`src/design/physical_frame_allocator_assert.svh`:
```
// Assertion macros for the physical frame allocator.
// Used by physical_frame_allocator.sv; expects signals named clock and reset in scope.
`ifndef PHYSICAL_FRAME_ALLOCATOR_ASSERT_SVH
`define PHYSICAL_FRAME_ALLOCATOR_ASSERT_SVH

// Same-cycle implication, checked outside reset.
`define PFA_ASSERT_NOW(label, ante, cons, msg) \
   label: assert property (@(posedge clock) disable iff (reset) (ante) |-> (cons)) \
      else $error(msg);

// Next-cycle implication, checked outside reset.
`define PFA_ASSERT_NEXT(label, ante, cons, msg) \
   label: assert property (@(posedge clock) disable iff (reset) (ante) |=> (cons)) \
      else $error(msg);

`endif

```
`src/design/pfa_ram.sv`:
```
// Generic single-port-write, single-port-read RAM with registered read data.
// No dependencies.
`timescale 1ns / 1ps
`default_nettype none

module pfa_ram #(
   parameter int WIDTH = 8,
   parameter int DEPTH = 256
) (
   input  wire logic                     clock,
   input  wire logic                     we,
   input  wire logic [$clog2(DEPTH)-1:0] waddr,
   input  wire logic [WIDTH-1:0]         wdata,
   input  wire logic [$clog2(DEPTH)-1:0] raddr,
   output logic      [WIDTH-1:0]         rdata
);

   logic [WIDTH-1:0] mem_ff [DEPTH];
   logic [WIDTH-1:0] rdata_ff;

   always_ff @(posedge clock) begin
      if (we) begin
         mem_ff[waddr] <= wdata;
      end
      rdata_ff <= mem_ff[raddr];
   end

   assign rdata = rdata_ff;

endmodule

`default_nettype wire

```
`config.mk`:
```
export PLATFORM = sky130hd
export DESIGN_NAME = pfa_ram
export DESIGN_NICKNAME = d
export VERILOG_FILES = /design/src/design/physical_frame_allocator_assert.svh /design/src/design/pfa_ram.sv
export SDC_FILE = /design/constraint.sdc
export NUM_CORES = 2
export LEC_CHECK = 0
export BUFFER_PORTS_ARGS = -buffer_cell sky130_fd_sc_hd__buf_2
export CAP_MARGIN = 10
export CORE_AREA = 2 2 480 482
export CTS_CLUSTER_DIAMETER = 80
export DETAILED_ROUTE_END_ITERATION = 8
export DIE_AREA = 0 0 482 484
export PLACE_DENSITY = 0.48
export RECOVER_POWER = 50
export SYNTH_ARGS = -nofsm -noshare
export SYNTH_HDL_FRONTEND = slang
export SYNTH_SLANG_ARGS = --single-unit
```
`constraint.sdc`:
```
create_clock -name clock -period 5.3 [get_ports clock]
set_clock_uncertainty 0.2 [all_clocks]
set_input_delay 0.53 -clock clock [delete_from_list [all_inputs] [get_ports clock]]
set_output_delay 0.53 -clock clock [all_outputs]
set_load 0.05 [all_outputs]
```
==> out/results.tsv <==
stage	metric	value	unit
run_status	status	finished with violations	
run_status	failed_checks	max-capacitance violations, max-slew violations	
die	coreArea	0.2286	mm²
sta	worstMarginPinSlew	3620	ps
setup_path	worstPathRequired	5420	ps
hold_path	hold_path_end	mem_ff[89][2]$_DFFE_PP_	
clocking	clk_latency	850	ps
die	dieArea	0.2333	mm²
yosys	synth_top_family_by_area	multiplexers	
clocking	cts_setup_buffers	0	
final_layout	syn2layout_area_growth	14.06	%
setup_path	r2r_slack	2120	ps
power_and_ir_drop	intPower	26.72	mW
yosys	yosys.area.top_type_share	77.30	%
final_layout	final_area	0.09075	mm²
power_and_ir_drop	seqPwrFrac	52.6	%
final_layout	postLayoutCoreUtil	39.70	%
power_and_ir_drop	switching_share	21.84	%
yosys	synth_area	0.07956	mm²
die	io_pins	34	
setup_path	crit_chain	dlygate4sd3_1 -> clkbuf_1 -> clkbuf_4	
die	start_util	34.80	%
power_and_ir_drop	ir_worst_vdd	0.3291	mV
place	portBuffers	33	
setup_path	path_class	in -> reg	
sta	fin_crit_sh	77.39	%
grt	grt_usage	18.75	%
yosys	synth-adder-area-share	0	%
sta	fmax	243.8	MHz
setup_path	r2r-end	rdata[3]$_DFF_P_	
setup_path	cp_data_arrival_time	4220	ps
hold_path	min_from	wdata[2]	
hold_path	hold_path.class	in -> reg	
yosys	ys_seq_area_share	77.50	%
final_layout	mostFrequentLayoutCells	edfxtp_1 (2048), mux4_2 (454), nor2_1 (279)	
sta	drv_slew	1147	
die	die_x	482	µm
sta	hold_violations	0	
sta	min_period	4102	ps
place	dpl.hpwl	133400	µm
yosys	synthCells	3733	
routing	drc	0	
setup_path	cp_slowest_cell	clkbuf_4	
power_and_ir_drop	pwr-share-clk	42.3	%
power_and_ir_drop	power	34.19	mW
run	maxCapViolCount	14	
yosys	syn_avg_cell_area	21.31	µm²
clocking	cts_max_path_buffers	3	
routing	drt-initial-drc-count	3878	
sta	slew_headroom	-141.3	%
clocking	root_buffer	clkbuf_16	
final_layout	final_layout_size_suffix_gt1_share	24.23	%
yosys	yosysWarnings	0	
place	post_dp_cell_area	0.08422	mm²
clocking	cts_made_buffers	213	
yosys	synth_compound_area_share	3.419	%
die	num_rows	176	
yosys	synth_edf_count	2048	
setup_path	path_max_fanout	166	
yosys	ys_ff_latch	2056	
place	gp_congestion	0.8260	
routing	postRouteAntennaNets	0	
yosys	synth_mux_area_share	14.62	%
power_and_ir_drop	power_frac_comb	5.0	%
grt	first_global_vias	39600	
clocking	cts_resized	0	
setup_path	critPathCaptureType	register	
clocking	cts_sinks	2056	
yosys	yosys.area.top_type	edfxtp_1	
power_and_ir_drop	p_switching	7.466	mW
yosys	synth_simple_gate_area_share	2.628	%
power_and_ir_drop	p_leak	27.82	nW
grt	overflow	0	
clocking	cts.htree.levels	4	
routing	drt-total-wl	219400	µm
routing	vias	38660	
final_layout	fill_cells	20440	
yosys	synth_top_flop_cell	edfxtp_1	
routing	drt_first_pass_iters	5	
yosys	synth_xor_xnor_area_share	0	%
die	die_y	484	µm
hold_path	hold_depth	1	
routing	vias_per_cell	5.383	
yosys	synth_area_leaders	edfxtp_1 (77%), mux4_2 (13%), mux2i_1 (1.7%)	
grt	antenna_found_initial	15	
power_and_ir_drop	powerDensity	376.8	mW/mm²
setup_path	r2r_start	mem_ff[27][3]$_DFFE_PP_	
yosys	async_flop_share	0	%
yosys	synth.distinct_cells	55	
final_layout	layout_commonest_cell	edfxtp_1	
routing	wl_per_cell	30.56	µm
final_layout	final_nets	3997	
sta	tns	0	ps
clocking	clkTransAtPathRegs	60	ps
setup_path	slowest_delay	1610	ps
sta	rsz0062_at_grt	false	
setup_path	r2r_cells	6	
grt	grt_pass1_wl	311900	µm
yosys	syn_nets	3759	
setup_path	cp-start-kind	input pin	
grt	grt_max_degree	167	
clocking	cts_tree	done	
sta	setup_viol	0	
-- how the worst max path moves through the flow --
| stage | slack, ps | from | to | cells after the start |
|---|---|---|---|---|
| final | 1200 | wdata[4] | mem_ff[178][4]$_DFFE_PP_ | 3 |
| after global routing | 960 | wdata[4] | mem_ff[184][4]$_DFFE_PP_ | 3 |
| after CTS | 1990 | raddr[0] | rdata[1]$_DFF_P_ | 9 |
| after detailed placement | 1080 | raddr[0] | rdata[1]$_DFF_P_ | 9 |
| after global placement | 620 | raddr[2] | rdata[7]$_DFF_P_ | 8 |
| after floorplan | 2630 | raddr[0] | rdata[2]$_DFF_P_ | 9 |
-- through the flow --
step	hold WS, ps	instances	worst slack (ps)
after CTS	30.40	7173	1995
after floorplan	428.9	3733	2632
after global placement	710.9	6775	619.3
after detailed placement	717.6	6778	1078
after global routing	37.07	7178	964.8
final	42.35	7181	1198
-- repair_timing --
action,4_1_cts,5_1_grt
endpoints found under the setup margin,0,0
hold buffers,4,0
hold endpoints to repair,147,0
-- synthesized netlist by cell type, types with 27 or more instances --
master / number
edfxtp_1: 2048
a21oi_1: 96
nor2_1: 282
o22ai_1: 28
mux4_2: 454
clkbuf_1: 111
buf_4: 27
buf_2: 31
nand2_1: 33
mux2i_1: 134
nand3_1: 34
nor2b_1: 31
o221ai_1: 46
a22oi_1: 133
-- metal layers --
metal	part of all wire, %	GRT usage, %	vias up
li1	-	-	16210
met4	2.5	4.832	0
met1	44	26.92	21020
met2	48	29.84	1152
met3	5.3	2.897	274
met5	0	0	-
-- power by group through the flow --
stage | clock, mW | combinational [mW] | sequential [mW]
floorplan | 0 | 0.871 | 18.3
global placement | 0 | 1.76 | 18.3
detailed placement | 0 | 1.77 | 18.3
CTS | 14.8 | 1.77 | 18.0
global route | 15.4 | 1.82 | 18.0
finish | 14.5 | 1.73 | 18.0
-- state kept, by name (all words and copies together) (netlist names) --
signal / cells
mem_ff: 2048
rdata: 8
-- layout make-up --
class / instances / area (µm²) / area share [%]
clock inverter: 128 / 1066 / 1.175
multi-input combinational: 1442 / 16540 / 18.23
timing repair buffer: 256 / 2085 / 2.297
clock buffer: 263 / 5580 / 6.149
sequential: 2056 / 61660 / 67.95
tap: 3026 / 3786 / 4.172
inverter: 2 / 7.507 / 0.008273
antenna: 8 / 20.02 / 0.02206
-- worst max-delay path: cells and delay by family --
kind | cells | cell delay (ps)
buffers and inverters | 3 | 3300
-- kinds of logic after synthesis --
logic type      count (synthesis)
simple gates                  466
buf+inv                       235
compound gates                385
flops                        2056
mux                           591
Power figures use the tool's default switching activity.
