<file path="src/design/physical_frame_allocator_assert.svh">
// Assertion macros for the physical frame allocator.
// Used by physical_frame_allocator.sv; expects signals named clock and reset in scope.
`ifndef PHYSICAL_FRAME_ALLOCATOR_ASSERT_SVH
`define PHYSICAL_FRAME_ALLOCATOR_ASSERT_SVH

// Same-cycle implication, checked outside reset.
`define PFA_ASSERT_NOW(label, ante, cons, msg) \
   label: assert property (@(posedge clock) disable iff (reset) (ante) |-> (cons)) \
      else $error(msg);

// Next-cycle implication, checked outside reset.
`define PFA_ASSERT_NEXT(label, ante, cons, msg) \
   label: assert property (@(posedge clock) disable iff (reset) (ante) |=> (cons)) \
      else $error(msg);

`endif

</file>
<file path="src/design/pfa_pkg.sv">
// Package for the physical frame allocator: sizes, codes, payload and state types.
// No dependencies; used by pfa_ctrl and physical_frame_allocator.
`timescale 1ns / 1ps
`default_nettype none

package pfa_pkg;

   localparam int MAX_FRAMES     = 4096;
   localparam int COUNT_BITS     = 8;
   localparam int FRAME_SHIFT    = 12;
   localparam int WORD_BITS      = 32;
   localparam int TOTAL_BITS     = 13;
   localparam int TOTAL_RESET    = 4096;
   localparam int ADDR_BITS      = 32;

   localparam int FRAME_IDX_BITS = $clog2(MAX_FRAMES);
   localparam int LIMIT_BITS     = FRAME_IDX_BITS + 1;
   localparam int WORDS          = MAX_FRAMES / WORD_BITS;
   localparam int WORD_IDX_BITS  = $clog2(WORDS);
   localparam int BIT_IDX_BITS   = $clog2(WORD_BITS);
   localparam int LIMIT_RESET    = (TOTAL_RESET < MAX_FRAMES) ? TOTAL_RESET : MAX_FRAMES;

   localparam logic [COUNT_BITS-1:0] COUNT_MAX = {COUNT_BITS{1'b1}};

   localparam logic CMD_FIND = 1'b0;
   localparam logic CMD_MARK = 1'b1;

   typedef struct packed {
      logic                 command;
      logic [ADDR_BITS-1:0] phys_address;
   } pfa_req_type;

   typedef struct packed {
      logic [ADDR_BITS-1:0] frame_address;
      logic                 found;
      logic                 out_of_range;
      logic [31:0]          used_frames;
   } pfa_rsp_type;

   typedef struct packed {
      logic                      cnt_we;
      logic [FRAME_IDX_BITS-1:0] cnt_addr;
      logic [COUNT_BITS-1:0]     cnt_wdata;
      logic                      map_we;
      logic [WORD_IDX_BITS-1:0]  map_waddr;
      logic [WORD_IDX_BITS-1:0]  map_raddr;
      logic [WORD_BITS-1:0]      map_wdata;
   } pfa_mem_req_type;

   typedef enum logic [2:0] {
      ST_IDLE,
      ST_FIND_RD,
      ST_FIND_CHK,
      ST_MARK_RD,
      ST_MARK_WR
   } pfa_state_type;

endpackage

`default_nettype wire

</file>
<file path="src/design/pfa_ctrl.sv">
// Sequencer of the physical frame allocator: bitmap scan, count update and result register.
// Depends on pfa_pkg; drives the count RAM and the in-use bitmap RAM held in the top level.
`timescale 1ns / 1ps
`default_nettype none

module pfa_ctrl (
   input  wire logic                              clock,
   input  wire logic                              reset,
   input  wire logic                              start,
   output logic                                   busy,
   input  wire pfa_pkg::pfa_req_type              req_data,
   input  wire logic [pfa_pkg::LIMIT_BITS-1:0]    lim,
   output pfa_pkg::pfa_mem_req_type               mem_req,
   input  wire logic [pfa_pkg::COUNT_BITS-1:0]    cnt_rdata,
   input  wire logic [pfa_pkg::WORD_BITS-1:0]     map_rdata,
   output logic                                   rsp_valid,
   output pfa_pkg::pfa_rsp_type                   rsp_data
);

   pfa_pkg::pfa_state_type                   state_ff, state_in;
   logic [pfa_pkg::WORD_IDX_BITS-1:0]        scan_w_ff, scan_w_in;
   logic [pfa_pkg::FRAME_IDX_BITS-1:0]       idx_ff, idx_in;
   logic [pfa_pkg::WORDS-1:0]                valid_ff, valid_in;
   logic [31:0]                              used_ff, used_in;
   logic                                     rsp_valid_ff, rsp_valid_in;
   pfa_pkg::pfa_rsp_type                     rsp_ff, rsp_in;

   logic [pfa_pkg::ADDR_BITS-1:0]            req_idx;
   logic                                     req_oor;
   logic [pfa_pkg::WORD_IDX_BITS-1:0]        word_sel;
   logic [pfa_pkg::WORD_BITS-1:0]            word_eff;
   logic [pfa_pkg::LIMIT_BITS-1:0]           rem;
   logic [pfa_pkg::WORD_BITS-1:0]            range_mask;
   logic [pfa_pkg::WORD_BITS-1:0]            free_bits;
   logic                                     hit;
   logic [pfa_pkg::BIT_IDX_BITS-1:0]         hit_bit;
   logic [pfa_pkg::BIT_IDX_BITS-1:0]         mark_bit;
   logic [pfa_pkg::COUNT_BITS-1:0]           cnt_eff;

   assign req_idx = req_data.phys_address >> pfa_pkg::FRAME_SHIFT;
   assign req_oor = req_idx >= pfa_pkg::ADDR_BITS'(lim);

   assign mark_bit = idx_ff[pfa_pkg::BIT_IDX_BITS-1:0];
   assign word_sel = (state_ff == pfa_pkg::ST_MARK_RD || state_ff == pfa_pkg::ST_MARK_WR)
                     ? idx_ff[pfa_pkg::FRAME_IDX_BITS-1:pfa_pkg::BIT_IDX_BITS] : scan_w_ff;

   // A bitmap word never written reads as all free.
   assign word_eff = valid_ff[word_sel] ? map_rdata : '0;
   assign cnt_eff  = word_eff[mark_bit] ? cnt_rdata : '0;

   assign rem = lim - pfa_pkg::LIMIT_BITS'({scan_w_ff, {pfa_pkg::BIT_IDX_BITS{1'b0}}});

   always_comb begin
      if (rem >= pfa_pkg::LIMIT_BITS'(pfa_pkg::WORD_BITS)) begin
         range_mask = '1;
      end else begin
         range_mask = ~({pfa_pkg::WORD_BITS{1'b1}} << rem[pfa_pkg::BIT_IDX_BITS-1:0]);
      end
      free_bits = ~word_eff & range_mask;
      hit       = |free_bits;
      hit_bit   = '0;
      for (int b = pfa_pkg::WORD_BITS - 1; b >= 0; b--) begin
         if (free_bits[b]) begin
            hit_bit = pfa_pkg::BIT_IDX_BITS'(b);
         end
      end
   end

   always_ff @(posedge clock) begin
      if (reset) begin
         state_ff     <= pfa_pkg::ST_IDLE;
         valid_ff     <= '0;
         used_ff      <= '0;
         rsp_valid_ff <= 1'b0;
      end else begin
         state_ff     <= state_in;
         valid_ff     <= valid_in;
         used_ff      <= used_in;
         rsp_valid_ff <= rsp_valid_in;
      end
      scan_w_ff <= scan_w_in;
      idx_ff    <= idx_in;
      rsp_ff    <= rsp_in;
   end

   always_comb begin
      state_in     = state_ff;
      scan_w_in    = scan_w_ff;
      idx_in       = idx_ff;
      valid_in     = valid_ff;
      used_in      = used_ff;
      rsp_valid_in = 1'b0;
      rsp_in       = rsp_ff;

      mem_req           = '0;
      mem_req.cnt_addr  = idx_ff;
      mem_req.map_waddr = word_sel;
      mem_req.map_raddr = word_sel;

      case (state_ff)
         pfa_pkg::ST_IDLE: begin
            if (start) begin
               if (req_data.command == pfa_pkg::CMD_MARK) begin
                  if (req_oor) begin
                     rsp_valid_in        = 1'b1;
                     rsp_in              = '0;
                     rsp_in.out_of_range = 1'b1;
                     rsp_in.used_frames  = used_ff;
                  end else begin
                     idx_in   = req_idx[pfa_pkg::FRAME_IDX_BITS-1:0];
                     state_in = pfa_pkg::ST_MARK_RD;
                  end
               end else begin
                  scan_w_in = '0;
                  state_in  = pfa_pkg::ST_FIND_RD;
               end
            end
         end
         pfa_pkg::ST_FIND_RD: begin
            state_in = pfa_pkg::ST_FIND_CHK;
         end
         pfa_pkg::ST_FIND_CHK: begin
            if (hit) begin
               rsp_valid_in         = 1'b1;
               rsp_in               = '0;
               rsp_in.found         = 1'b1;
               rsp_in.frame_address = pfa_pkg::ADDR_BITS'({scan_w_ff, hit_bit})
                                      << pfa_pkg::FRAME_SHIFT;
               rsp_in.used_frames   = used_ff;
               state_in             = pfa_pkg::ST_IDLE;
            end else if (rem > pfa_pkg::LIMIT_BITS'(pfa_pkg::WORD_BITS)) begin
               scan_w_in = scan_w_ff + 1'b1;
               state_in  = pfa_pkg::ST_FIND_RD;
            end else begin
               rsp_valid_in       = 1'b1;
               rsp_in             = '0;
               rsp_in.used_frames = used_ff;
               state_in           = pfa_pkg::ST_IDLE;
            end
         end
         pfa_pkg::ST_MARK_RD: begin
            state_in = pfa_pkg::ST_MARK_WR;
         end
         pfa_pkg::ST_MARK_WR: begin
            mem_req.cnt_we    = 1'b1;
            mem_req.cnt_wdata = (cnt_eff == pfa_pkg::COUNT_MAX) ? cnt_eff : cnt_eff + 1'b1;
            mem_req.map_we    = 1'b1;
            mem_req.map_wdata = word_eff | (pfa_pkg::WORD_BITS'(1) << mark_bit);
            valid_in[word_sel] = 1'b1;
            used_in            = used_ff + 32'd1;
            rsp_valid_in       = 1'b1;
            rsp_in             = '0;
            rsp_in.used_frames = used_ff + 32'd1;
            state_in           = pfa_pkg::ST_IDLE;
         end
         default: begin
            state_in = pfa_pkg::ST_IDLE;
         end
      endcase
   end

   assign busy      = state_ff != pfa_pkg::ST_IDLE;
   assign rsp_valid = rsp_valid_ff;
   assign rsp_data  = rsp_ff;

endmodule

`default_nettype wire

</file>
<file path="config.mk">
export PLATFORM = sky130hd
export DESIGN_NAME = pfa_ctrl
export DESIGN_NICKNAME = d
export VERILOG_FILES = /design/src/design/physical_frame_allocator_assert.svh /design/src/design/pfa_pkg.sv /design/src/design/pfa_ctrl.sv
export SDC_FILE = /design/constraint.sdc
export NUM_CORES = 1
export LEC_CHECK = 0
export BUFFER_PORTS_ARGS = -buffer_cell sky130_fd_sc_hd__buf_2
export CAP_MARGIN = 20
export CELL_PAD_IN_SITES_DETAIL_PLACEMENT = 0
export CELL_PAD_IN_SITES_GLOBAL_PLACEMENT = 1
export CORE_MARGIN = 2
export CORE_UTILIZATION = 35
export CTS_CLUSTER_DIAMETER = 150
export DETAILED_ROUTE_END_ITERATION = 8
export PLACE_DENSITY_LB_ADDON = 0.1
export SETUP_SLACK_MARGIN = 0.05
export SLEW_MARGIN = 10
export SYNTH_ARGS = -nofsm -noshare
export SYNTH_HDL_FRONTEND = slang
export SYNTH_SLANG_ARGS = --single-unit
</file>
<file path="constraint.sdc">
create_clock -name clock -period 18.3 [get_ports clock]
set_input_delay 3.66 -clock clock [delete_from_list [all_inputs] [get_ports clock]]
set_output_delay 3.66 -clock clock [all_outputs]
set_load 0.05 [all_outputs]
</file>
==> results summary, run 1 <==
The via count of the first global-routing pass came to 11000. The net total in the final layout is 1702. The die is 193 um tall.

The clock slew seen by the registers of the worst setup and hold paths is 60 ps. The final max-slew violation count came out at 0. The element type at the critical path start is a flop. The combined flip-flop and latch cell area is 5240 sq um. Before antenna repair, the detailed router went through 5 iterations.

The path depth of the worst reg2reg path is 16. The final layout contains routed wiring with a total length of 40300 um. The wire length per cell after detailed routing came out at 19.5 um.

The worst clock skew on the final layout came out at 28.7 ps. Dividing total power by cell area gives a power density of 84.6 nW/um^2. The post-DP HPWL is 27200 um. The area of the core came out at 35500 sq um. The number of standard cells after synthesis came out at 1456. For this run, design rule violations remaining after detail routing come to 0. The floorplan has 69 rows. Setup repair after global routing left no endpoint under its margin. At the worst endpoint, the required time is 14640 ps. The number of hold buffers added after CTS was 0. For this design the static power due to leakage is 5.89 nW.

The worst setup path is of the reg -> out kind. The TritonCTS sink count came out at 229. The last weighted congestion value of the routability-driven placer is 0.815.

The post-synth design cell area came out at 12600 sq um. The fraction of post-synthesis cell area in the top cell type by area is 26.1%. The area of the multi-input gates came out at 6610 sq um. The type of destination of the critical path is an output pin. In the layout the commonest cells are 234 x sky130_fd_sc_hd__nor2_1, 192 x sky130_fd_sc_hd__buf_2, 189 x sky130_fd_sc_hd__a21oi_1. The layout overhead on the synthesized area came out at 16.1%. The shortest clock period the worst path allows after layout is 11110 ps. Dividing the detail-routed via count by the number of cells gives 5.52.

The number of gates resized after cts is 0. The overall die area came out at 37400 sq um. The worst-case IR drop observed on VDD is 0.0848 mV. The CTS buffer count came out at 27.

Counting the fill cells in the layout gives 3628. 225 I/O pins were placed. The number of antenna violations at the first check in global routing is 0. The finished cells cover 14600 sq um. After synthesis, the cell types taking the most area are sky130_fd_sc_hd__dfxtp_1 26%, sky130_fd_sc_hd__edfxtp_1 16%, sky130_fd_sc_hd__a21oi_1 7.5%. The global router's overall resource usage came out at 20.9%.

At the pin with the least slew margin, the transition time is 1010 ps. The post-route antenna net violation count is 0. The library cell used most frequently in the layout, excluding fill and tap cells, is sky130_fd_sc_hd__nor2_1.

The pin count of the biggest net entering global routing is 88. The share of cells above drive strength 1 is 18.5%. The hold violation count in the final report came out at 0. The share of flip-flops with an asynchronous set or reset came out at 0%. In this run the worst setup path terminates at mem_req[49].

The sequential share of the synthesized area came out at 41.7%. Synthesis inferred 229 register bits. In this run the number of H-tree levels came out at 1. The first global-routing pass estimated 63500 um of wire. The highest attainable clock frequency came out at 0.0900 GHz.

The area of placed instances came out at 13700 sq um. TritonCTS built the clock tree. In this run the critical register-to-register path is captured at rsp_data[16]. The number of max-capacitance violations reported is 0. The via count of the routed design is 11400. Among all flip-flop cells after synthesis, the most frequent one is sky130_fd_sc_hd__dfxtp_1. After layout, the worst path uses 60.7% of the clock period. The flow ran to the end, and the final reports show no timing, DRC or antenna violations. In this run the worst setup path begins at state_ff[1].

The number of DRC violations after detailed-routing iteration 0 is 876. The root buffer cell chosen for the clock tree is sky130_fd_sc_hd__clkbuf_16. The count of buffers inserted at the top-level ports came out at 192. The overall die width came out at 193 um. The average footprint of a synthesized cell came out at 8.63 sq um. The count of flip-flops with a built-in enable after synthesis is 65. Synthesis instantiated 86 different standard cells from the library. The aggregate negative setup slack came out at 0 ps. The diode insertion count for antenna repair is 0. The type of the most critical hold path is reg -> reg. The largest total area in the synthesized netlist belongs to sky130_fd_sc_hd__dfxtp_1.

For this configuration, the core starts out at a cell density of 35.4%. Setup violations remaining at the end of the flow were counted as 0. The number of post-CTS setup repair buffers is 0. The latest clock arrival within the worst-skew pair came out at 550 ps. Along the worst path, the maximum fanout reaches 43. The register-to-register setup slack came out at 11080 ps. The warning count from the yosys run came out at 0. At the worst endpoint, the arrival time is 7450 ps. In this run the tightest slew margin relative to its limit is 32.2%. The deepest clock path buffer count came out at 3. In this run the critical register-to-register path is launched from state_ff[1]. The total overflow left after global routing is 0.
-- worst min-delay path by stage --
stage	cells past startpoint	endpoint	startpoint
2_1_floorplan	2	valid_ff[116]	valid_ff[116]
3_3_place_gp	2	valid_ff[54]	valid_ff[54]
3_5_place_dp	2	valid_ff[60]	valid_ff[60]
4_1_cts	2	valid_ff[110]	valid_ff[110]
5_1_grt	2	valid_ff[70]	valid_ff[70]
6_report	2	valid_ff[116]	valid_ff[116]
-- Yosys cell counts, types with 31 or more instances --
master,instances
sky130_fd_sc_hd__nor2_1,234
sky130_fd_sc_hd__buf_4,33
sky130_fd_sc_hd__nor3_1,58
sky130_fd_sc_hd__and3_1,37
sky130_fd_sc_hd__dfxtp_1,164
sky130_fd_sc_hd__clkbuf_1,62
sky130_fd_sc_hd__nand2_1,71
sky130_fd_sc_hd__xnor2_1,31
sky130_fd_sc_hd__nor2b_1,42
sky130_fd_sc_hd__inv_1,36
sky130_fd_sc_hd__a21oi_1,189
sky130_fd_sc_hd__edfxtp_1,65
-- cell families (layout without fill, tap and decap cells) --
group	Yosys count	count (layout)	synth area share (%)
mux	19	19	2.58
xor+xnor	42	42	2.93
buf+inv	166	301	6.77
flops	229	229	41.7
other cells	1	20	0.0299
compound gates	416	416	21.8
simple gates	559	559	21.8
fa+ha+maj	24	24	2.45
-- state kept, by name, summed over array words and instances, names as in the netlist --
| signal | count |
|---|---|
| valid_ff | 128 |
| rsp_data | 46 |
| used_ff | 32 |
| idx_ff | 12 |
| scan_w_ff | 7 |
| state_ff | 3 |
| rsp_valid | 1 |
-- routing by layer --
metal  global-route usage, %  vias to the layer above  share of wire (%)  routed length, um
met5                       0                        -                  0                  0
met3                    2.84                       55                5.1               2040
li1                        -                     5565                  -                  -
met1                    29.4                     5471                 48              19200
met2                    34.2                      343                 46              18400
met4                    4.64                        0                1.8                708
-- power by group --
part / leakage [nW] / internal [W] / switching (W)
clock: 0.456 / 0.000332 / 0.000218
combinational: 3.48 / 0.0000419 / 0.000113
sequential: 1.96 / 0.000526 / 0.00000296
-- critical path: stages (launching register included) --
cell	delay, ps
sky130_fd_sc_hd__dfxtp_1	900
sky130_fd_sc_hd__or3b_1	240
sky130_fd_sc_hd__buf_4	420
sky130_fd_sc_hd__o32a_1	510
sky130_fd_sc_hd__nand2_1	590
sky130_fd_sc_hd__inv_1	840
sky130_fd_sc_hd__a211oi_1	130
sky130_fd_sc_hd__o31ai_1	310
sky130_fd_sc_hd__nand4_2	320
sky130_fd_sc_hd__nor4_1	850
sky130_fd_sc_hd__and2_1	230
sky130_fd_sc_hd__ha_1	190
sky130_fd_sc_hd__and3_1	220
sky130_fd_sc_hd__and3_1	230
sky130_fd_sc_hd__nand3_1	200
sky130_fd_sc_hd__and4_1	260
sky130_fd_sc_hd__nor3_1	150
sky130_fd_sc_hd__buf_2	290
-- stage by stage --
step / power, W / setup WS, ps / std cells / hold WS, ps / util (%)
CTS: 0.00125 / 7250 / 2069 / 462 / 41.1
global route: 0.00128 / 6550 / 2071 / 481 / 41.1
floorplan: 0.000654 / 7750 / 1475 / 429 / -
finish: 0.00123 / 7190 / 2071 / 460 / 41.1
detailed placement: 0.000693 / 7750 / 2019 / 447 / 38.5
global placement: 0.000693 / 7770 / 2019 / 441 / 38.5
-- area by class of cell --
class,instances,area share [%]
flip-flops and latches,229,35.9
inverters,39,1.03
repair buffers,212,7.62
clock buffers,35,5.18
multi-input cells,1080,45.3
well taps,461,3.95
clock inverters,15,1.05
(Power assumes the default switching activity.)
==> run 2, diff against run 1 <==
--- a/config.mk
+++ b/config.mk
@@ -5,6 +5,7 @@
 export SDC_FILE = /design/constraint.sdc
 export NUM_CORES = 1
 export LEC_CHECK = 0
+export ABC_AREA = 1
 export BUFFER_PORTS_ARGS = -buffer_cell sky130_fd_sc_hd__buf_2
 export CAP_MARGIN = 20
 export CELL_PAD_IN_SITES_DETAIL_PLACEMENT = 0
==> constraint.sdc (replaced) <==
create_clock -name clock -period 9.03 [get_ports clock]
set_input_delay 1.806 -clock clock [delete_from_list [all_inputs] [get_ports clock]]
set_output_delay 1.806 -clock clock [all_outputs]
set_load 0.05 [all_outputs]
==> run 2 against run 1 <==
Total power increased by 130%; via count grew 0.24%; critical endpoint is now mem_req[47]; count of clock-buffer cells in the layout is 6 higher; combinational power grew to 4.1 times the previous value; sequential power rose by 110%; sequential share of layout area rose by 0.59 points; flip-flop and latch count unchanged; clock skew is 10 ps lower.
==> results summary, run 2 <==
The run finished with clean final reports. In this run, synthesis produced a sequential element count of 229. After layout, the worst path uses 91.0% of the clock period. For this run the aggregate overflow at the end of global routing stands at 0. The arrival time at the worst endpoint is 6410 ps. By area the synthesized netlist is led by sky130_fd_sc_hd__dfxtp_1 27%, sky130_fd_sc_hd__edfxtp_1 16%, sky130_fd_sc_hd__nand2_1 12%. At the pin with the least slew margin, the transition time is 1120 ps.

The library cell used most frequently in the layout, excluding fill and tap cells, is sky130_fd_sc_hd__nand2_1. Multiplexer cells account for 0% of the synthesized area. The power per cell area is 202 nW/um^2. The clock passes through at most 3 buffers. Summing the areas of all compound-gate instances in the mapped netlist gives 13.0% of the synthesized area. The count of TritonRoute iterations in the first routing pass is 5. Once routing completed, OpenROAD measured the worst setup slack at 814 ps. The sequential share of power came out at 37.6%. The post-route antenna net violation count came out at 0. Summed over all instances, the cell type with the most area after synthesis is sky130_fd_sc_hd__dfxtp_1. In the layout the commonest cells are 394 x sky130_fd_sc_hd__nand2_1, 282 x sky130_fd_sc_hd__nor2_1, 192 x sky130_fd_sc_hd__a21oi_1.

The number of DRC violations after detailed-routing iteration 0 is 742. The setup path with the least slack is of type reg -> out. The number of max-capacitance violations reported is 0. The worst setup path is launched from a flop. The number of design rule violations left after detail routing is 0. The later pin in the worst-skew pair is clocked with a latency of 550 ps. The via count of the first global-routing pass came to 10900. The last weighted congestion value of the routability-driven placer came out at 0.902.

The register-to-register setup slack came out at 3400 ps. The clock slew seen by the registers of the worst setup and hold paths is 60 ps. The root buffer cell is sky130_fd_sc_hd__clkbuf_16. Entering global routing, the biggest net connects 103 pins.

225 I/O pins were placed. The net switching power of the design is 0.000929 W. The layout overhead on the synthesized area is 19.2%. The number of vias per cell after detailed routing came out at 4.97. The gate family responsible for the most delay along the worst path is simple AND/OR/NAND/NOR gates. By area, the combinational part of the netlist is dominated by simple AND/OR/NAND/NOR gates. The highest attainable clock frequency came out at 0.122 GHz. The first global-routing pass estimated 59000 um of wire. The internal power of the cells totals 0.00196 W.

The most numerous cell type found on the critical path is sky130_fd_sc_hd__nand2_1. The number of hold buffers added after CTS was 0. The combinational share of power came out at 22.0%.

The clock network fraction of design power is 40.5%. TritonCTS built the clock tree. The sum of internal, switching and leakage power is 0.00289 W. The hold violation count in the final report came out at 0. The post-synthesis share of cell area spent on full adders, half adders and majority gates is 2.56%. After routing, the total negative slack on setup checks comes to 0 ps.

The number of standard cells after synthesis came out at 1680. The CTS buffer count came out at 27. Across the VDD grid, the largest voltage drop is 0.145 mV. Setup repair after global routing left no endpoint under its margin. The number of distinct library cell variants in the gate-level netlist after synthesis came out at 51. The die is 190 um wide.

The flip-flop cell with the highest count after synthesis is sky130_fd_sc_hd__dfxtp_1. Following the worst setup path forward leads to its endpoint at mem_req[47]. The post-detailed-routing wire length is 37800 um. The global router's overall resource usage came out at 20.6%.

By count the netlist is led by 394 x sky130_fd_sc_hd__nand2_1, 282 x sky130_fd_sc_hd__nor2_1, 192 x sky130_fd_sc_hd__a21oi_1. The number of antenna violations at the first check in global routing was 0. The shortest clock period the worst path allows after layout came out at 8220 ps. The critical path depth in cells came out at 37.

The total area inside the core boundary comes to 33700 sq um. The worst pin sits at a relative slew slack of 25.4%. The critical-path maximum fanout came out at 56. Counting flops with an async set or reset pin after synthesis yields a share of 0%. The net total in the final layout is 1953.

After detailed routing, the average wire length per cell comes to 16.4 um. The worst stage delay on the critical path is 370 ps. At the worst endpoint, the required time is 7220 ps. The pre-CTS setup slack came out at 950 ps. Together, buffers and inverters on the worst path number 7. The diode insertion count for antenna repair came out at 0.

The initial utilization of the core area, before any placement, comes to 35.7%. During synthesis, Yosys emitted a total of 0 warnings. In this run the critical register-to-register path is captured at scan_w_ff[5]. Of the total power, the share spent switching nets is 32.1%. The share of cells above drive strength 1 came out at 15.8%. The number of failing setup endpoints in the final timing report came out at 0.

The startpoint identified for the worst register-to-register timing path is scan_w_ff[0]. The slowest stage of the critical path is the sky130_fd_sc_hd__dfxtp_1 cell. The path depth of the worst reg2reg path came out at 23. The count of buffers inserted at the top-level ports came out at 192.

The type of destination of the critical path is an output pin. The die height is 190 um. The most repeated cell in the gate-level netlist after synthesis is sky130_fd_sc_hd__nand2_1. The register with the most flip-flops in the layout has 128 of them.

The post-synth design cell area came out at 12000 sq um. The path class of the tightest hold or removal check is reg -> reg. For this design, the sink count on the clock tree is 229. The static leakage came out at 6.05 nW. The fraction of post-synthesis cell area in the top cell type by area came out at 27.3%.

The number of core rows is 67. The final max-slew violation count came out at 0. The overall die area is 35900 sq um. More flip-flops sit in one register than any other, and that register is valid_ff. The sequential share of the synthesized area came out at 43.5%. The clock arrives with 18.4 ps of skew. Summing the areas of all and, or, nand and nor instances in the mapped netlist gives 30.4% of the synthesized area.

The wire-length estimate of the detail-placed layout is 25100 um. The routed layout has 11500 vias. Of the total synthesized cell area, the portion taken by XOR and XNOR cells is 1.09%. The startpoint of the worst setup timing path is state_ff[1]. The count of flip-flops with a built-in enable after synthesis is 65. The H-tree depth reported by CTS came out at 1. After synthesis, the mean cell area works out to 7.17 sq um.
-- run 2: kinds of logic after synthesis --
kind of cell,count (synthesis)
compound gates,289
fa+ha+maj,24
other cells,1
flops,229
xor+xnor,15
simple gates,875
buf+inv,247
-- run 2: how the worst min path moves through the flow --
stage / startpoint / endpoint / slack [ps] / depth (start not counted)
6_report: valid_ff[123] / valid_ff[123] / 450 / 2
5_1_grt: valid_ff[112] / valid_ff[112] / 470 / 2
4_1_cts: valid_ff[114] / valid_ff[114] / 450 / 2
3_5_place_dp: valid_ff[114] / valid_ff[114] / 440 / 2
3_3_place_gp: valid_ff[123] / valid_ff[123] / 440 / 2
2_1_floorplan: valid_ff[112] / valid_ff[112] / 430 / 2
-- run 2: layout make-up --
class | instances | area, sq um
clock buffers | 41 | 840
well taps | 448 | 561
fillers | 3635 | 19300
multi-input cells | 1224 | 5850
clock inverters | 8 | 130
inverters | 147 | 553
flip-flops and latches | 229 | 5240
repair buffers | 211 | 1190
-- run 2: power by group through the flow --
stage,logic [W],registers (W),clock network [W]
after detailed placement,0.000600,0.00111,0
after floorplan,0.000391,0.00116,0
final,0.000635,0.00109,0.00117
after global routing,0.000695,0.00109,0.00124
after global placement,0.000600,0.00111,0
after CTS,0.000602,0.00109,0.00120
-- run 2: layer usage --
| layer | wire length (um) | track usage [%] | up-vias | share of wire, % |
|---|---|---|---|---|
| met5 | 0 | 0 | - | 0 |
| met3 | 2200 | 2.76 | 62 | 5.8 |
| met2 | 17100 | 34.0 | 353 | 45 |
| li1 | - | - | 5799 | - |
| met1 | 17400 | 28.2 | 5247 | 46 |
| met4 | 1140 | 5.84 | 0 | 3.0 |
-- run 2: stage by stage --
stage	area [sq um]	util [%]	hold WS, ps	std cells
6_report	14400	42.6	449	2308
5_1_grt	14400	42.6	472	2308
4_1_cts	14200	42.3	450	2301
3_5_place_dp	13300	39.4	441	2252
3_3_place_gp	13200	39.3	437	2250
2_1_floorplan	12100	-	430	1699
-- run 2: tightest hold or removal path, stage by stage, from the launching register on --
cell                      delay (ps)
sky130_fd_sc_hd__dfxtp_1         310
sky130_fd_sc_hd__inv_1            50
sky130_fd_sc_hd__a21oi_1          50
-- run 2: repair_timing --
item	4_1_cts	5_1_grt
buffers inserted	0	4
gates resized for setup	0	3
setup endpoints to repair	0	8
hold endpoints to repair	0	0
==> run 3, diff against run 2 <==
--- a/config.mk
+++ b/config.mk
@@ -12,6 +12,7 @@
 export CELL_PAD_IN_SITES_GLOBAL_PLACEMENT = 1
 export CORE_MARGIN = 2
 export CORE_UTILIZATION = 35
+export CTS_BUF_LIST = sky130_fd_sc_hd__clkbuf_4
 export CTS_CLUSTER_DIAMETER = 150
 export DETAILED_ROUTE_END_ITERATION = 8
 export PLACE_DENSITY_LB_ADDON = 0.1
==> run 3 against run 2 <==
Total power shrank 5.2%; largest power group is now sequential cells; via count up 2.5%; sequential share of layout area is 0.15 points higher.
==> results summary, run 3 (synthesized netlist as in run 2, its figures left out) <==
The number of DRC violations after detailed-routing iteration 0 is 823. The net total in the final layout came out at 1993. The number of failing setup endpoints in the final timing report came out at 0. In the final routed layout, each cell accounts on average for 16.2 um. The ratio of final minimum period to clock period came out at 91.3%.

The wire length of the first global-routing pass is 59600 um. The worst pin sits at a relative slew slack of 25.2%. The type of destination of the critical path is an output pin.

The last weighted congestion value of the routability-driven placer is 0.902. Along the worst path, the maximum fanout reaches 23. The number of antenna violations at the first check in global routing came out at 3. The worst stage delay on the critical path came out at 370 ps. The register ranked first by flip-flop count is valid_ff. The worst hold slack is 448 ps. The share of cells above drive strength 1 is 18.4%. The layout overhead on the synthesized area came out at 18.7%. The overall die area came out at 35900 sq um. The via count of the first global-routing pass came out at 11200. Power spread over the standard cell area amounts to 192 nW/um^2. The H-tree depth reported by CTS came out at 3. The post-detailed-routing wire length is 38500 um.

The number of buffers inserted for hold repair after clock tree synthesis is 0. In the post-route analysis, the smallest setup slack over all paths is 787 ps. The post-route antenna net violation count came out at 0.

The post-DP HPWL is 25100 um. Setup repair after global routing left no endpoint under its margin. The area of the core is 33700 sq um. The global router's overall resource usage came out at 21.1%.

From left edge to right edge, the die measures 190 um. The most used cell along the critical path is sky130_fd_sc_hd__nand2_1. The number of vias per cell after detailed routing is 4.94. Max-cap violations in this run came to 0. The shortest clock period the worst path allows after layout is 8240 ps. The number of flip-flops under the largest register name is 128. The run finished with clean final reports. The global-route congestion overflow total is 0.

TritonCTS built the clock tree. The deepest clock path buffer count came out at 3. After filler insertion, the fill cell instance count of the layout stands at 3694.

Measured along the y axis, the die boundary spans 190 um. The commonest non-fill, non-tap cell in the layout is sky130_fd_sc_hd__nand2_1. The sum of internal, switching and leakage power is 0.00274 W. The number of core rows is 67. The static leakage came out at 6.09 nW.

The root buffer cell is sky130_fd_sc_hd__clkbuf_4. The data required time of the critical path came out at 7220 ps. The critical path is of the reg -> out type. Once the floorplan was initialized, standard cells occupied 35.7% of the core. The measured slew at the worst slew-check pin came out at 1120 ps. The path class of the tightest hold or removal check is reg -> reg.

For this run, the top clock speed supported by timing is 0.121 GHz. Counting the buffers created by CTS gives 66. The worst clock skew on the final layout is 53.8 ps. Among all stages on the critical path, the largest delay is contributed by sky130_fd_sc_hd__dfxtp_1. The final max-slew violation count came out at 0. Across the VDD grid, the largest voltage drop is 0.0869 mV. The number of design rule violations left after detail routing is 0.

The count of buffers inserted at the top-level ports is 192. The pre-CTS setup slack is 950 ps. The hold violation count in the final report was 0. The arrival time at the worst endpoint is 6440 ps. During I/O placement, the number of pins put on the boundary was 225. Once layout is complete, the utilization of the core stands at 42.4%. The top cell types in the final layout, fill and taps aside, are 394 x sky130_fd_sc_hd__nand2_1, 282 x sky130_fd_sc_hd__nor2_1, 192 x sky130_fd_sc_hd__a21oi_1. The count of TritonRoute iterations in the first routing pass came out at 5. The clock slew seen by the registers of the worst setup and hold paths is 70 ps. The latest clock arrival within the worst-skew pair is 710 ps. The pin count of the biggest net entering global routing is 103. In the final timing run, aggregate negative setup slack is 0 ps. The worst setup path is launched from a flop. The TritonCTS sink count is 229. The via count of the routed design came out at 11700.
==> run 3: metrics by stage <==
stage / area, sq um / std cells
after detailed placement: 13300 / 2252
after global routing: 14300 / 2378
after global placement: 13200 / 2250
final: 14300 / 2379
after floorplan: 12100 / 1699
after CTS: 14100 / 2368
==> run 3: final cells by class <==
cell class	instances	area (sq um)	share of cell area, %
Clock inverter	19	136	0.954
Tap cell	448	561	3.92
Multi-Input combinational cell	1224	5850	40.9
Sequential cell	229	5240	36.6
Timing Repair Buffer	212	1220	8.54
Antenna cell	3	7.51	0.0525
Inverter	147	553	3.87
Clock buffer	97	728	5.09
==> run 3: worst paths after layout <==
check,start,to,slack (ps),depth (start not counted)
max,state_ff[1],mem_req[47],790,37
min reg2reg,valid_ff[114],valid_ff[114],450,2
min,valid_ff[114],valid_ff[114],450,2
max reg2reg,scan_w_ff[0],scan_w_ff[6],3450,23
==> run 3: per-layer routing <==
layer,vias up,wire length [um],GRT usage [%]
li1,5924,-,-
met1,5362,17200,28.0
met2,371,17500,33.6
met3,86,2620,4.54
met4,0,1080,8.20
met5,-,0,0
==> run 3: what timing repair did <==
item,4_1_cts,5_1_grt
setup endpoints to repair,0,8
setup buffers,0,4
resized for setup,0,5
==> run 3: critical path, delay by kind of cell (launching register included) <==
kind / cells / cell delay (ps)
flops: 1 / 370
compound gates: 5 / 710
fa+ha+maj: 1 / 170
simple gates: 24 / 3240
buf+inv: 7 / 1210
==> run 3: where the power goes <==
part	leakage [nW]	internal [W]	switching (W)
Sequential	1.94	0.00108	0.00000934
Clock	0.506	0.000550	0.000466
Combinational	3.65	0.000164	0.000476
